<file path="src/rtl/ttcd_ram.sv">
`timescale 1ns / 1ps
// ----------------------------------------------------------------------------
// ttcd_ram
// generic single port ram with registered read
// ----------------------------------------------------------------------------
module ttcd_ram #(
	parameter int WIDTH = 8,
	parameter int DEPTH = 16
) (
	input  logic                     clk,
	input  logic                     we,
	input  logic [$clog2(DEPTH)-1:0] addr,
	input  logic [WIDTH-1:0]         wdata,
	output logic [WIDTH-1:0]         rdata
);
	logic [WIDTH-1:0] mem [DEPTH];

	always_ff @(posedge clk) begin
		if (we) begin
			mem[addr] <= wdata;
		end
		rdata <= mem[addr];
	end
endmodule

</file>
<file path="config.mk">
export PLATFORM = sky130hd
export DESIGN_NAME = ttcd_ram
export DESIGN_NICKNAME = d
export VERILOG_FILES = /design/src/rtl/ttcd_ram.sv
export SDC_FILE = /design/constraint.sdc
export NUM_CORES = 1
export LEC_CHECK = 0
export ABC_AREA = 0
export ABC_CLOCK_PERIOD_IN_PS = 3700
export BUFFER_PORTS_ARGS = -buffer_cell sky130_fd_sc_hd__buf_4
export CAP_MARGIN = 40
export CORE_UTILIZATION = 65
export CTS_BUF_LIST = sky130_fd_sc_hd__clkbuf_8 sky130_fd_sc_hd__clkbuf_16
export DETAILED_ROUTE_END_ITERATION = 8
export PLACE_DENSITY = 0.88
export SYNTH_ARGS = -nofsm -noshare
export SYNTH_HDL_FRONTEND = slang
export SYNTH_SLANG_ARGS = --single-unit
</file>
<file path="constraint.sdc">
create_clock -name clk -period 3.7 [get_ports clk]
set_input_delay 0.185 -clock clk [delete_from_list [all_inputs] [get_ports clk]]
set_output_delay 0.185 -clock clk [all_outputs]
set_load 0.005 [all_outputs]
</file>
Word level (Yosys, flattened, before mapping). Memory sizes are Yosys's and may differ from the RTL's. A register that Yosys moved wholly into a read port is not among the register bits. Cells that the tools add are included.

Bits of input ports: 14. Bits in writable memories: 128. Memories kept: 1. Output and inout port bits: 8. Logic and storage cells: 3. Register bits: 0.

Memories: mem (depth 16, width 8, read ports 1, clocked after memory_dff 1, wr ports 1, line 16) `logic [WIDTH-1:0] mem [DEPTH];`.

Muxes and demuxes: 2.

Operator list (count): two-way mux 1 bit (2).

Depth between registers and ports, before layout.
Depth in word-level cells: 2. Mapped depth: 5.

Worst setup path before layout. Ideal clock, no wire load.

Path kind: input -> register. From: in addr[2]. To: mem mem[0][0], enable pin. Required time: 3317 ps. Path buffers: 0. Data arrival time: 1295 ps. Stages: 2. Path slack: 2022 ps. Cell sequence: or3b_2 -> nor3_1.

RTL lines: start: declaration (line 12) `input logic [$clog2(DEPTH)-1:0] addr,`; end: declaration (line 16).

No word-level cell before the write port.

Worst setup path in the final report.
From: in addr[0]. To: mem mem[9][5], enable pin.

No word-level cell before the write port.

==> run summary <==
Worst-path clk slew: 0.06 ns
Pwr dens: 627 nW/um2
Min-Delay Endpoint: mem[8][5]
YS warnings: 0
Hold Startpoint: wdata[5]
Largest area contributor in the netlist: edfxtp_1
FF+latch count, synth: 136
Pre-CTS setup slack: 1.63 ns
Max_cap viols: 0
Drt wl/cell: 29.1 um
Core ar.: 7410 um2
Hold crit path type: in2reg
Clk root buf: clkbuf_8
Worst setup margin: 2.13 ns
Ys async rst share: 0
Total GRT Usage: 0.305
Total Power: 3.78 mW
N_diodes: 0
Unrepaired setup endpoints after global routing: no
Synth Instances: 230
# fillers: 296
Worst vdd ir: 0.590 mV
Reg2Reg Depth: 3
Sw Pwr: 746 uW
Max Freq: 639 MHz
Clock power frac: 0.495
Max clock buf depth: 2
Internal: 3.03 mW
Crit path capture type: flip-flop
TritonCTS clock tree: yes
Die area: 8150 um2
Ports: 22
Status: finished, final reports clean
Share of cells above drive strength 1: 0.318
Sequential fraction of the synthesis area: 0.790
1st-iter DRT viols: 379
Ys flop type: edfxtp_1
Synthesis-to-layout area growth: 18.8%
Vias after detailed routing: 2525
Synthesized area: 5070 um2
Htree depth: 4
Clk_skew: 0.00840 ns
Clk_lat worst skew: 0.53 ns
Initial core utilization: 0.684
Synth top area cells: edfxtp_1, mux4_2, dfxtp_1, a22oi_1, nor2_1
Gr ovfl total: 0
Syn_area_per_cell: 22.0 um2
Synth cell types: 18
Die H: 90.3 um
Crit path arrival time: 1.72 ns
Detail Route Antenna Nets: 0
Drt first pass iters: 5
Minimum clock period: 1.57 ns
Max-slew headroom: 0.424
Switching share of power: 0.198
CP required: 3.85 ns
Clock sink count: 136
Fin. max-slew vios: 0
Gate power share: 0.046
Final wirelength: 11000 um
Worst R2R End: rdata[5]
Number of antenna violations at the first check in global routing: 0
Actual slew at the worst max-slew pin: 0.861 ns
CP startpoint kind: primary input
Worst Path Class, Setup: in2reg
DP HPWL: 6130 um
Syn Nets: 244
Num CTS Buffers: 17
Flop-to-flop setup slack: 2.27 ns
Post-synth EDFFs: 128
Hold Fails Final Rpt: 0
Hold path depth: 1
Residual DRC: 0
Via density per instance: 6.66
RR Startpoint: mem[2][5]
GPL Wtd Cong: 0.753
Layout Nets: 281
Crit-path max FO: 39
Core Rows: 31
Final setup viols: 0
TNS Setup: 0 ns
Die Wd: 90.3 um
First-pass GRT wire length: 16700 um
Share of the synthesized area in the top cell type: 0.759
Seq pwr share: 0.460
Tcrit/Tclk final: 0.423
Vias in the first global route: 2639
IO Port Bufs: 21
Leak Pwr: 1.98 nW
Largest net degree at the start of global routing: 40
==> Yosys cell counts (2+ instances only) <==
library cell	instances
buf_2	2
dfxtp_1	8
nand2b_1	2
clkbuf_1	2
nor2b_1	2
buf_1	4
nor3_1	4
a22oi_1	16
edfxtp_1	128
nand2_1	9
nor2_1	13
nand3b_1	2
mux4_2	32
buf_6	2
==> through the flow <==
step / instances / hold slack (ns) / cell area [um2] / utilization
floorplan: 230 / 0.284 / 5070 / -
global placement: 339 / 0.500 / 5290 / 0.714
detailed placement: 343 / 0.508 / 5320 / 0.718
CTS: 379 / 0.00376 / 6020 / 0.813
global route: 379 / 0.00137 / 6020 / 0.813
finish: 379 / 0.0100 / 6020 / 0.813
==> how the worst max path moves through the flow <==
stage	startpoint	to	slack, ns	cells after the start
5_1_grt	addr[0]	mem[1][7]	1.98	3
2_1_floorplan	addr[2]	mem[0][0]	2.02	2
3_5_place_dp	addr[0]	mem[1][3]	1.63	3
3_3_place_gp	addr[2]	mem[0][4]	1.60	3
4_1_cts	addr[0]	mem[1][7]	2.10	3
6_report	addr[0]	mem[9][5]	2.13	3
==> worst max-delay path, cell delays in order <==
cell and delay [ns]:
buf_4 0.53, nand2b_1 0.32, nor2_1 0.66
==> logic make-up after synthesis <==
logic type             Yosys count  synth area share
AOI/OAI and AO/OA               16            0.0237
DFF                            136             0.790
buffers and inverters           11            0.0119
muxes                           32             0.142
and+or+nand+nor                 35            0.0321
==> cell type report <==
type	instances	area, um2	area share
repair buffers	29	225	0.0374
multi-input cells	83	1000	0.167
well taps	99	124	0.0206
clock buffers	17	414	0.0688
flip-flops and latches	136	4000	0.665
clock inverters	15	249	0.0414
==> state kept, by name (all words and copies together), names as in the netlist <==
name   count
mem      128
rdata      8
==> power by group through the flow <==
| stage | logic (mW) | registers, mW | clock network [mW] |
|---|---|---|---|
| after floorplan | 0.0887 | 1.76 | 0 |
| after global placement | 0.156 | 1.76 | 0 |
| after detailed placement | 0.165 | 1.77 | 0 |
| after CTS | 0.173 | 1.74 | 1.87 |
| after global routing | 0.182 | 1.74 | 1.94 |
| final | 0.173 | 1.74 | 1.87 |
==> metal layers <==
| metal | up-vias | global-route usage | share of wire |
|---|---|---|---|
| met2 | 185 | 0.489 | 0.52 |
| li1 | 1038 | - | - |
| met5 | - | 0 | 0 |
| met3 | 15 | 0.0741 | 0.084 |
| met1 | 1287 | 0.419 | 0.38 |
| met4 | 0 | 0.105 | 0.019 |
==> layout by cell type, fill, tap and decap left out, types with 2 or more instances in the layout <==
master,count
bufinv_16,6
clkinvlp_4,4
clkinv_4,2
nand3b_1,2
a22oi_1,16
nor2b_1,2
mux4_2,32
nor2_1,13
nor3_1,4
clkbuf_16,16
nand2_1,9
buf_4,24
dlygate4sd3_1,4
edfxtp_1,128
inv_6,2
nand2b_1,2
dfxtp_1,8
==> what timing repair did <==
action / CTS / global route
endpoints found under the hold margin: 64 / 0
hold buffers: 4 / 0
gates resized for setup: 0 / 0
setup buffers: 0 / 0
(Power assumes the default switching activity.)
